<file path="config.mk">
export PLATFORM = sky130hd
export DESIGN_NAME = fixed_block_pool_allocator
export DESIGN_NICKNAME = d
export VERILOG_FILES = /design/src/rtl/fbpa_pkg.sv /design/src/rtl/fixed_block_pool_allocator.sv /design/src/rtl/fbpa_ram.sv /design/src/rtl/fbpa_front.sv /design/src/rtl/fbpa_div.sv /design/src/rtl/fbpa_back.sv
export SDC_FILE = /design/constraint.sdc
export NUM_CORES = 2
export LEC_CHECK = 0
export ABC_AREA = 1
export ABC_CLOCK_PERIOD_IN_PS = 7400
export BUFFER_PORTS_ARGS = -buffer_cell sky130_fd_sc_hd__buf_2
export CELL_PAD_IN_SITES_DETAIL_PLACEMENT = 0
export CELL_PAD_IN_SITES_GLOBAL_PLACEMENT = 1
export CORE_ASPECT_RATIO = 1.5
export CORE_UTILIZATION = 35
export CTS_CLUSTER_DIAMETER = 120
export CTS_CLUSTER_SIZE = 12
export DETAILED_ROUTE_END_ITERATION = 12
export PLACE_DENSITY_LB_ADDON = 0.1
export REMOVE_ABC_BUFFERS = 1
export SETUP_SLACK_MARGIN = 0.3
export SYNTH_ARGS = -nofsm -noshare
export SYNTH_HDL_FRONTEND = slang
export SYNTH_SLANG_ARGS = --single-unit
</file>
<file path="constraint.sdc">
create_clock -name clk -period 7.4 [get_ports clk]
set_input_delay 1.48 -clock clk [delete_from_list [all_inputs] [get_ports clk]]
set_output_delay 1.48 -clock clk [all_outputs]
set_load 0.01 [all_outputs]
</file>
<file path="src/rtl/fbpa_pkg.sv">
// Shared types, codes and defaults for the fixed block pool allocator.
// No dependencies; every other file in rtl/ but fbpa_ram imports this package.
package fbpa_pkg;

  localparam int NUM_BLOCKS_DEF = 256;
  localparam int QUEUE_DEPTH    = 2;
  localparam int ADDR_W         = 32;
  localparam int SIZE_W         = 16;
  localparam int ALIGN_W        = 4;
  localparam int CFG_INDEX_W    = 2;
  localparam int CFG_DATA_W     = 32;

  // func codes on the input channel
  localparam logic [1:0] FUNC_ALLOC   = 2'd0;
  localparam logic [1:0] FUNC_FREE    = 2'd1;
  localparam logic [1:0] FUNC_REBUILD = 2'd2;

  localparam logic [ADDR_W-1:0]  RESET_REGION_START = '0;
  localparam logic [ADDR_W-1:0]  RESET_REGION_END   = '0;
  localparam logic [SIZE_W-1:0]  RESET_BLOCK_SIZE   = 16'd16;
  localparam logic [ALIGN_W-1:0] RESET_ALIGN_LOG2   = '0;

  typedef enum logic [CFG_INDEX_W-1:0] {
    CFG_REGION_START = 2'd0,
    CFG_REGION_END   = 2'd1,
    CFG_BLOCK_SIZE   = 2'd2,
    CFG_ALIGN_LOG2   = 2'd3
  } cfg_reg_t;

  typedef enum logic [1:0] {
    OP_ALLOC   = 2'd0,
    OP_FREE    = 2'd1,
    OP_REBUILD = 2'd2,
    OP_NONE    = 2'd3
  } op_t;

  typedef enum logic [1:0] {
    STATUS_OK            = 2'd0,
    STATUS_EMPTY         = 2'd1,
    STATUS_OUT_OF_REGION = 2'd2
  } status_t;

  typedef enum logic [3:0] {
    S_IDLE,
    S_LINK,
    S_MUL,
    S_ADDR,
    S_LIMIT,
    S_FREE_CHECK,
    S_FREE_DIV,
    S_REB_CHECK,
    S_REB_DIV
  } state_t;

  typedef struct packed {
    logic [ADDR_W-1:0]  region_start;
    logic [ADDR_W-1:0]  region_end;
    logic [SIZE_W-1:0]  block_size;
    logic [ALIGN_W-1:0] alignment_log2;
  } cfg_t;

  typedef struct packed {
    op_t               op;
    logic [ADDR_W-1:0] address;
  } item_t;

endpackage

</file>
<file path="src/rtl/fixed_block_pool_allocator.sv">
// Top level of the fixed block pool allocator: configuration registers,
// front end queue and back end executor. Depends on fbpa_pkg and all rtl/ modules.
//
// Channels: input (in_valid/in_ready, func, address), result (out_valid/out_ready,
// block_address, status) and a configuration write channel (cfg_valid/cfg_ready,
// cfg_index, cfg_data); cfg_ready is always high and register writes are meant
// for idle periods only.
// Each input transfer gives exactly one result, in order. Items queue two deep
// ahead of the back end, which works on one item at a time.
// From acceptance to result valid: allocate answers from idle when empty, goes
// through the multiply and address states from fresh blocks, and first reads the
// link RAM from the free stack; free checks the limit, then answers outside the
// region or runs the 32-step bit-serial divider; rebuild answers when it yields
// no blocks, else runs the divider; unused func answers from idle. A new item is
// taken only after the previous result has gone.
// A stalled receiver holds the result register; the back end then takes no new
// item, while the queue keeps accepting until full.
// Reset: registers return to their defaults (block size 16), the pool holds no
// blocks and the free stack is empty. Link RAM needs no clearing pass.
module fixed_block_pool_allocator #(
  parameter int NUM_BLOCKS = fbpa_pkg::NUM_BLOCKS_DEF
) (
  input  logic                             clk,
  input  logic                             rst,
  input  logic                             in_valid,
  output logic                             in_ready,
  input  logic [1:0]                       func,
  input  logic [fbpa_pkg::ADDR_W-1:0]      address,
  output logic                             out_valid,
  input  logic                             out_ready,
  output logic [fbpa_pkg::ADDR_W-1:0]      block_address,
  output logic [1:0]                       status,
  input  logic                             cfg_valid,
  output logic                             cfg_ready,
  input  logic [fbpa_pkg::CFG_INDEX_W-1:0] cfg_index,
  input  logic [fbpa_pkg::CFG_DATA_W-1:0]  cfg_data
);
  import fbpa_pkg::*;

  cfg_t  cfg;
  logic  q_valid;
  logic  q_ready;
  item_t q_item;

  assign cfg_ready = 1'b1;

  always_ff @(posedge clk) begin
    if (rst) begin
      cfg.region_start   <= RESET_REGION_START;
      cfg.region_end     <= RESET_REGION_END;
      cfg.block_size     <= RESET_BLOCK_SIZE;
      cfg.alignment_log2 <= RESET_ALIGN_LOG2;
    end else if (cfg_valid && cfg_ready) begin
      case (cfg_reg_t'(cfg_index))
        CFG_REGION_START: cfg.region_start   <= cfg_data[ADDR_W-1:0];
        CFG_REGION_END:   cfg.region_end     <= cfg_data[ADDR_W-1:0];
        CFG_BLOCK_SIZE:   cfg.block_size     <= cfg_data[SIZE_W-1:0];
        CFG_ALIGN_LOG2:   cfg.alignment_log2 <= cfg_data[ALIGN_W-1:0];
        default: ;
      endcase
    end
  end

  fbpa_front u_front (
    .clk      (clk),
    .rst      (rst),
    .in_valid (in_valid),
    .in_ready (in_ready),
    .func     (func),
    .address  (address),
    .q_valid  (q_valid),
    .q_item   (q_item),
    .q_ready  (q_ready)
  );

  fbpa_back #(
    .NUM_BLOCKS (NUM_BLOCKS)
  ) u_back (
    .clk           (clk),
    .rst           (rst),
    .cfg           (cfg),
    .q_valid       (q_valid),
    .q_item        (q_item),
    .q_ready       (q_ready),
    .out_valid     (out_valid),
    .out_ready     (out_ready),
    .block_address (block_address),
    .status        (status)
  );

endmodule

</file>
<file path="src/rtl/fbpa_ram.sv">
// Generic single-write, single-read RAM with registered read data.
// No dependencies.
module fbpa_ram #(
  parameter int WIDTH = 8,
  parameter int DEPTH = 16
) (
  input  logic                     clk,
  input  logic                     we,
  input  logic [$clog2(DEPTH)-1:0] waddr,
  input  logic [WIDTH-1:0]         wdata,
  input  logic [$clog2(DEPTH)-1:0] raddr,
  output logic [WIDTH-1:0]         rdata
);

  logic [WIDTH-1:0] mem [DEPTH];

  always_ff @(posedge clk) begin
    if (we) begin
      mem[waddr] <= wdata;
    end
    rdata <= mem[raddr];
  end

endmodule

</file>
<file path="src/rtl/fbpa_front.sv">
// Front end: accepts input transfers, decodes func and queues the items.
// Depends on fbpa_pkg.
module fbpa_front (
  input  logic                      clk,
  input  logic                      rst,
  input  logic                      in_valid,
  output logic                      in_ready,
  input  logic [1:0]                func,
  input  logic [fbpa_pkg::ADDR_W-1:0] address,
  output logic                      q_valid,
  output fbpa_pkg::item_t           q_item,
  input  logic                      q_ready
);
  import fbpa_pkg::*;

  localparam int QPW  = (QUEUE_DEPTH > 1) ? $clog2(QUEUE_DEPTH) : 1;
  localparam int CNTW = $clog2(QUEUE_DEPTH + 1);

  item_t            queue [QUEUE_DEPTH];
  logic [QPW-1:0]   wr_ptr;
  logic [QPW-1:0]   rd_ptr;
  logic [CNTW-1:0]  fill;
  item_t            new_item;
  logic             push;
  logic             pop;

  always_comb begin
    new_item.address = address;
    case (func)
      FUNC_ALLOC:   new_item.op = OP_ALLOC;
      FUNC_FREE:    new_item.op = OP_FREE;
      FUNC_REBUILD: new_item.op = OP_REBUILD;
      default:      new_item.op = OP_NONE;
    endcase
  end

  assign in_ready = (fill != CNTW'(QUEUE_DEPTH));
  assign q_valid  = (fill != '0);
  assign q_item   = queue[rd_ptr];
  assign push     = in_valid && in_ready;
  assign pop      = q_valid && q_ready;

  always_ff @(posedge clk) begin
    if (rst) begin
      wr_ptr <= '0;
      rd_ptr <= '0;
      fill   <= '0;
    end else begin
      if (push) begin
        wr_ptr <= (wr_ptr == QPW'(QUEUE_DEPTH - 1)) ? '0 : wr_ptr + 1'b1;
      end
      if (pop) begin
        rd_ptr <= (rd_ptr == QPW'(QUEUE_DEPTH - 1)) ? '0 : rd_ptr + 1'b1;
      end
      if (push && !pop) begin
        fill <= fill + 1'b1;
      end else if (pop && !push) begin
        fill <= fill - 1'b1;
      end
    end
  end

  always_ff @(posedge clk) begin
    if (push) begin
      queue[wr_ptr] <= new_item;
    end
  end

endmodule

</file>
<file path="src/rtl/fbpa_div.sv">
// Restoring divider, one quotient bit per cycle: 32-bit dividend, 16-bit divisor.
// Depends on fbpa_pkg. Divisor must be non-zero at start.
module fbpa_div (
  input  logic                        clk,
  input  logic                        rst,
  input  logic                        start,
  input  logic [fbpa_pkg::ADDR_W-1:0] dividend,
  input  logic [fbpa_pkg::SIZE_W-1:0] divisor,
  output logic                        done,
  output logic [fbpa_pkg::ADDR_W-1:0] quotient
);
  import fbpa_pkg::*;

  localparam int STEPS = ADDR_W;
  localparam int CW    = $clog2(STEPS + 1);

  logic              busy;
  logic [CW-1:0]     step_cnt;
  logic [SIZE_W-1:0] rem;
  logic [ADDR_W-1:0] quo;
  logic [SIZE_W-1:0] dvs;
  logic [SIZE_W:0]   trial;
  logic [SIZE_W:0]   diff;
  logic              ge;

  assign trial    = {rem, quo[ADDR_W-1]};
  assign diff     = trial - {1'b0, dvs};
  assign ge       = (trial >= {1'b0, dvs});
  assign quotient = quo;

  always_ff @(posedge clk) begin
    if (rst) begin
      busy     <= 1'b0;
      done     <= 1'b0;
      step_cnt <= '0;
    end else begin
      done <= 1'b0;
      if (start) begin
        busy     <= 1'b1;
        step_cnt <= CW'(STEPS);
      end else if (busy) begin
        step_cnt <= step_cnt - 1'b1;
        if (step_cnt == CW'(1)) begin
          busy <= 1'b0;
          done <= 1'b1;
        end
      end
    end
  end

  // remainder stays below the divisor, so 16 bits hold it
  always_ff @(posedge clk) begin
    if (start) begin
      rem <= '0;
      quo <= dividend;
      dvs <= divisor;
    end else if (busy) begin
      rem <= ge ? diff[SIZE_W-1:0] : trial[SIZE_W-1:0];
      quo <= {quo[ADDR_W-2:0], ge};
    end
  end

endmodule

</file>
<file path="src/rtl/fbpa_back.sv">
// Back end: executes queued items against the pool state, free stack and link RAM.
// Depends on fbpa_pkg, fbpa_ram and fbpa_div.
module fbpa_back #(
  parameter int NUM_BLOCKS = fbpa_pkg::NUM_BLOCKS_DEF
) (
  input  logic                        clk,
  input  logic                        rst,
  input  fbpa_pkg::cfg_t              cfg,
  input  logic                        q_valid,
  input  fbpa_pkg::item_t             q_item,
  output logic                        q_ready,
  output logic                        out_valid,
  input  logic                        out_ready,
  output logic [fbpa_pkg::ADDR_W-1:0] block_address,
  output logic [1:0]                  status
);
  import fbpa_pkg::*;

  localparam int AW = $clog2(NUM_BLOCKS);
  localparam int IW = $clog2(NUM_BLOCKS + 1);
  localparam int PW = IW + SIZE_W;
  localparam logic [IW-1:0] NULL_IDX = IW'(NUM_BLOCKS);

  state_t            state, state_next;
  logic              out_valid_r;
  logic              out_valid_next;
  logic [IW-1:0]     stack_head, stack_head_next;
  logic [IW-1:0]     block_count, block_count_next;
  logic [IW-1:0]     fresh_index, fresh_index_next;
  logic [ADDR_W-1:0] aligned_base, aligned_base_next;

  item_t             item, item_next;
  logic [IW-1:0]     alloc_idx, alloc_idx_next;
  logic [PW-1:0]     prod, prod_next;
  logic [ADDR_W:0]   base_ext, base_ext_next;
  logic [ADDR_W-1:0] res_addr, res_addr_next;
  status_t           res_status, res_status_next;

  logic [IW-1:0]     mul_a;
  logic [PW-1:0]     mul_out;
  logic [ADDR_W:0]   mask_ext;
  logic [ADDR_W:0]   lim;

  logic              div_start;
  logic [ADDR_W-1:0] div_dividend;
  logic              div_done;
  logic [ADDR_W-1:0] div_quotient;

  logic              ram_we;
  logic [AW-1:0]     ram_waddr;
  logic [IW-1:0]     ram_rdata;

  fbpa_div u_div (
    .clk      (clk),
    .rst      (rst),
    .start    (div_start),
    .dividend (div_dividend),
    .divisor  (cfg.block_size),
    .done     (div_done),
    .quotient (div_quotient)
  );

  fbpa_ram #(
    .WIDTH (IW),
    .DEPTH (NUM_BLOCKS)
  ) u_link_ram (
    .clk   (clk),
    .we    (ram_we),
    .waddr (ram_waddr),
    .wdata (stack_head),
    .raddr (stack_head[AW-1:0]),
    .rdata (ram_rdata)
  );

  assign mul_out       = PW'(mul_a) * PW'(cfg.block_size);
  assign mask_ext      = ~({(ADDR_W + 1){1'b1}} << cfg.alignment_log2);
  assign lim           = {1'b0, aligned_base} + (ADDR_W + 1)'(prod);
  assign ram_waddr     = div_quotient[AW-1:0];
  assign out_valid     = out_valid_r;
  assign block_address = res_addr;
  assign status        = res_status;

  always_comb begin
    state_next        = state;
    out_valid_next    = out_valid_r;
    stack_head_next   = stack_head;
    block_count_next  = block_count;
    fresh_index_next  = fresh_index;
    aligned_base_next = aligned_base;
    item_next         = item;
    alloc_idx_next    = alloc_idx;
    prod_next         = prod;
    base_ext_next     = base_ext;
    res_addr_next     = res_addr;
    res_status_next   = res_status;
    q_ready           = 1'b0;
    div_start         = 1'b0;
    div_dividend      = '0;
    ram_we            = 1'b0;
    mul_a             = alloc_idx;

    if (out_valid_r && out_ready) begin
      out_valid_next = 1'b0;
    end

    case (state)
      S_IDLE: begin
        if (q_valid && !out_valid_r) begin
          q_ready       = 1'b1;
          item_next     = q_item;
          base_ext_next = ({1'b0, cfg.region_start} + mask_ext) & ~mask_ext;
          case (q_item.op)
            OP_ALLOC: begin
              if (stack_head != NULL_IDX) begin
                alloc_idx_next = stack_head;
                state_next     = S_LINK;
              end else if (fresh_index < block_count) begin
                alloc_idx_next   = fresh_index;
                fresh_index_next = fresh_index + 1'b1;
                state_next       = S_MUL;
              end else begin
                res_addr_next   = '0;
                res_status_next = STATUS_EMPTY;
                out_valid_next  = 1'b1;
              end
            end
            OP_FREE:    state_next = S_LIMIT;
            OP_REBUILD: state_next = S_REB_CHECK;
            default: begin
              res_addr_next   = '0;
              res_status_next = STATUS_OK;
              out_valid_next  = 1'b1;
            end
          endcase
        end
      end
      S_LINK: begin
        // link RAM read of the popped head has landed
        stack_head_next = ram_rdata;
        state_next      = S_MUL;
      end
      S_MUL: begin
        mul_a      = alloc_idx;
        prod_next  = mul_out;
        state_next = S_ADDR;
      end
      S_ADDR: begin
        res_addr_next   = aligned_base + ADDR_W'(prod);
        res_status_next = STATUS_OK;
        out_valid_next  = 1'b1;
        state_next      = S_IDLE;
      end
      S_LIMIT: begin
        mul_a      = block_count;
        prod_next  = mul_out;
        state_next = S_FREE_CHECK;
      end
      S_FREE_CHECK: begin
        if (item.address < aligned_base || {1'b0, item.address} >= lim) begin
          res_addr_next   = '0;
          res_status_next = STATUS_OUT_OF_REGION;
          out_valid_next  = 1'b1;
          state_next      = S_IDLE;
        end else begin
          div_start    = 1'b1;
          div_dividend = item.address - aligned_base;
          state_next   = S_FREE_DIV;
        end
      end
      S_FREE_DIV: begin
        if (div_done) begin
          // quotient is below block_count, hence a valid index
          ram_we          = 1'b1;
          stack_head_next = div_quotient[IW-1:0];
          res_addr_next   = '0;
          res_status_next = STATUS_OK;
          out_valid_next  = 1'b1;
          state_next      = S_IDLE;
        end
      end
      S_REB_CHECK: begin
        aligned_base_next = base_ext[ADDR_W-1:0];
        fresh_index_next  = '0;
        stack_head_next   = NULL_IDX;
        if (base_ext[ADDR_W] || base_ext[ADDR_W-1:0] >= cfg.region_end ||
            cfg.block_size == '0) begin
          block_count_next = '0;
          res_addr_next    = '0;
          res_status_next  = STATUS_OK;
          out_valid_next   = 1'b1;
          state_next       = S_IDLE;
        end else begin
          div_start    = 1'b1;
          div_dividend = cfg.region_end - base_ext[ADDR_W-1:0];
          state_next   = S_REB_DIV;
        end
      end
      S_REB_DIV: begin
        if (div_done) begin
          block_count_next = (div_quotient > ADDR_W'(NUM_BLOCKS)) ? NULL_IDX :
                             div_quotient[IW-1:0];
          res_addr_next    = '0;
          res_status_next  = STATUS_OK;
          out_valid_next   = 1'b1;
          state_next       = S_IDLE;
        end
      end
      default: state_next = S_IDLE;
    endcase
  end

  always_ff @(posedge clk) begin
    if (rst) begin
      state        <= S_IDLE;
      out_valid_r  <= 1'b0;
      stack_head   <= NULL_IDX;
      block_count  <= '0;
      fresh_index  <= '0;
      aligned_base <= '0;
    end else begin
      state        <= state_next;
      out_valid_r  <= out_valid_next;
      stack_head   <= stack_head_next;
      block_count  <= block_count_next;
      fresh_index  <= fresh_index_next;
      aligned_base <= aligned_base_next;
    end
  end

  always_ff @(posedge clk) begin
    item       <= item_next;
    alloc_idx  <= alloc_idx_next;
    prod       <= prod_next;
    base_ext   <= base_ext_next;
    res_addr   <= res_addr_next;
    res_status <= res_status_next;
  end

  a_head_range: assert property (@(posedge clk) disable iff (rst)
    stack_head <= NULL_IDX)
    else $error("free stack head beyond null marker");

  a_fresh_bound: assert property (@(posedge clk) disable iff (rst)
    fresh_index <= block_count)
    else $error("fresh index ran past block count");

  a_div_owner: assert property (@(posedge clk) disable iff (rst)
    div_done |-> (state == S_FREE_DIV || state == S_REB_DIV))
    else $error("divider finished with no waiting operation");

  a_push_in_pool: assert property (@(posedge clk) disable iff (rst)
    ram_we |-> (div_quotient < ADDR_W'(block_count)))
    else $error("pushed block index outside pool");

  a_link_after_pop: assert property (@(posedge clk) disable iff (rst)
    (state == S_LINK) |-> ($past(stack_head) != NULL_IDX))
    else $error("link read with empty free stack");

endmodule

</file>
==> reports/qor.csv <==
metric;value;unit
utilization;38.80;%
fin_setup_tns;0;ns
cts-root-buf;clkbuf_16;
first_pass_iters;8;
setup_viol;0;
rsz0062_at_grt;no;
crit_buf_inv;7;
overflow;0;
die_x;479.8;µm
area_growth;10.05;%
synth.avg_cell_area;11.74;µm²
slew_headroom;19.96;%
crit_type;register to register;
top_level_ports;110;
cell_internal_pwr;28.17;mW
place_area;0.1245;mm²
cp_max_fo;12;
outcome;complete, no violations;
post_cts_buffers;0;
cts.repair.resized;0;
grt_pass1_wl;570500;µm
fmax;158.6;MHz
grt_pass1_vias;78840;
crit_arrival;6.93;ns
cpPeakStageDelay;0.52;ns
htree_levels;5;
cts.reportedPaths.clkPinSlew;0.07;ns
clockPowerShare;29.7;%
core_area;0.3399;mm²
place_inst;14310;
clock_skew;0.05087;ns
ys_types;65;
rows;262;
whs_path_depth;2;
p_per_area;325.5;mW/mm²
p_sw;14.76;mW
cts_inserted_buffers;270;
die-area;0.3448;mm²
final_cell_count_no_fill;14660;
period_share;85.20;%
p_leak;44.48;nW
ys_seq_area_share;67.08;%
drv_slew;0;
dp_slack;0.9933;ns
layout-drive-gt1-share;6.383;%
drv_cap;0;
worst_skew_pair.late_latency;0.90;ns
cp_top_family;adder cells;
start_kind;register;
syn_area;0.1198;mm²
vias_per_cell;5.374;
critical_path_required;8.03;ns
fill_cells;32570;
path_depth;25;
synthCells;10210;
yosys_warnings;0;
cpMostUsedCell;inv_1;
yosys_most_used_dff;edfxtp_1;
async_flop_share;0;%
vdd_drop_max;210.7;µV
wire_per_inst;27.08;µm
place_congestion;0.8948;
routed_wl;397100;µm
p_total;42.93;mW
hold_class;register to register;
worstMarginPinSlew;1.196;ns
seq_power_share;44.0;%
hold_buffers;0;
start_util;35.25;%
dr.first_iter.drc_count;5604;
chipHeight;718.7;µm
antenna_found_initial;19;
clockBufferDepth;4;
grt_usage;22.61;%
hold_viol_final;0;
ant_nets;0;
nets;10480;
grt_max_degree;174;
whs;0.4570;ns
synth_edf_count;2553;
worstRegToRegCells;25;
fin_ws;1.095;ns
num_vias;78800;
drc;0;
cp-end-kind;register;
yosys_register_bits;2739;
min_period;6.305;ns
cp_slowest_cell;fa_1;
fin_area;0.1319;mm²
combPwrFrac;26.3;%
hpwl;248900;µm
clkSinkCount;2739;
cts_tree;built;
p_sw_share;34.38;%
io_buffers;108;
kinds of logic after synthesis:
logic type | synth area share, %
multiplexers | 0.6515
flip-flops | 67.08
adder cells (fa/ha/maj) | 3.940
XOR/XNOR | 0.9428
AND/OR/NAND/NOR | 11.09
other | 0.003129
AO/OA/AOI/OAI | 12.37
buffers and inverters | 3.919
metal layers:
layer / GRT usage, % / vias to the layer above / wire, µm
li1: - / 36500 / -
met1: 27.05 / 39890 / 156900
met2: 41.60 / 1861 / 210300
met3: 2.309 / 552 / 15100
met4: 8.064 / 2 / 14810
met5: 0 / - / 17
sequential cells by signal (all words and copies together) (netlist names), 9 cells and up, named ones only:
register,cells
u_back.item,32
u_back.alloc_idx,9
u_back.u_div.rem,16
u_back.block_address,32
u_back.stack_head,9
u_back.fresh_index,9
cfg,84
u_back.u_link_ram.rdata,9
u_back.u_div.quotient,32
u_front.queue,68
u_back.u_link_ram.mem,2304
u_back.prod,25
u_back.base_ext,33
u_back.aligned_base,32
u_back.u_div.dvs,16
u_back.block_count,9
power groups by stage:
stage	clock network (mW)	registers (mW)	logic, mW
4_1_cts	13.1	18.9	11.5
5_1_grt	13.5	18.9	12.4
3_5_place_dp	0	19.2	11.5
2_1_floorplan	0	20.1	6.07
3_3_place_gp	0	19.2	11.4
6_report	12.7	18.9	11.3
cells in the mapped netlist, types with 32 or more instances:
| cell | number | area, µm² |
|---|---|---|
| a21oi_1 | 363 | 1817 |
| a31oi_1 | 37 | 231.5 |
| buf_2 | 173 | 865.8 |
| buf_4 | 61 | 457.9 |
| clkbuf_1 | 333 | 1250 |
| dfxtp_1 | 186 | 3724 |
| edfxtp_1 | 2553 | 76660 |
| fa_1 | 104 | 2082 |
| ha_1 | 211 | 2640 |
| inv_1 | 457 | 1715 |
| mux2_2 | 32 | 360.4 |
| mux2i_1 | 42 | 420.4 |
| nand2_1 | 797 | 2992 |
| nand3_1 | 396 | 1982 |
| nor2_1 | 1985 | 7451 |
| nor3_1 | 40 | 200.2 |
| o211ai_1 | 390 | 2928 |
| o21ai_0 | 1247 | 6241 |
| o21ai_1 | 52 | 260.3 |
| o221ai_1 | 109 | 954.7 |
| o22ai_1 | 240 | 1501 |
| xnor2_1 | 40 | 350.3 |
| xor2_1 | 89 | 779.5 |
tightest hold or removal path: stages, from the launching register on:
cell and delay, ns:
dfxtp_1 0.30, o21ai_0 0.06, a31oi_1 0.08
cells in the final DEF (no fill, tap or decap), types with 12 or more instances in the layout:
| cell | Yosys | layout |
|---|---|---|
| edfxtp_1 | 2553 | 2553 |
| nor2_1 | 1985 | 1979 |
| o21ai_0 | 1247 | 1247 |
| nand2_1 | 797 | 781 |
| inv_1 | 457 | 455 |
| nand3_1 | 396 | 396 |
| o211ai_1 | 390 | 390 |
| a21oi_1 | 363 | 363 |
| clkbuf_16 | 0 | 279 |
| o22ai_1 | 240 | 240 |
| ha_1 | 211 | 211 |
| dfxtp_1 | 186 | 177 |
| o221ai_1 | 109 | 109 |
| buf_2 | 173 | 108 |
| fa_1 | 104 | 104 |
| buf_4 | 61 | 92 |
| xor2_1 | 89 | 89 |
| clkbuf_1 | 333 | 54 |
| o21ai_1 | 52 | 52 |
| mux2i_1 | 42 | 42 |
| xnor2_1 | 40 | 40 |
| nor3_1 | 40 | 40 |
| a31oi_1 | 37 | 37 |
| mux2_2 | 32 | 32 |
| buf_12 | 0 | 27 |
| nor4_1 | 24 | 24 |
| nand4_1 | 23 | 23 |
| or2_2 | 22 | 22 |
| a21o_1 | 21 | 21 |
| nand2_2 | 8 | 16 |
| o21a_1 | 13 | 13 |
| o311ai_1 | 13 | 13 |
| o21bai_1 | 12 | 12 |
final timing paths:
kind,startpoint,endpoint,slack [ns]
max,u_back.state[2],u_back.prod[18],1.10
min,u_back.u_link_ram.rdata[0],u_back.stack_head[0],0.46
max reg2reg,u_back.state[2],u_back.prod[18],1.10
min reg2reg,u_back.u_link_ram.rdata[0],u_back.stack_head[0],0.46
area by class of cell:
class                           count  area, µm²  share of cell area [%]
Sequential cell                  2739      80420                   60.98
Multi-Input combinational cell   6383      34880                   26.44
Clock buffer                      333       7184                   5.447
Tap cell                         4488       5615                   4.258
Inverter                          470       1797                   1.362
Timing Repair Buffer              227       1772                   1.343
Clock inverter                     16      201.4                  0.1527
Antenna cell                        8      20.02                 0.01518
Power figures use the tool's default switching activity.
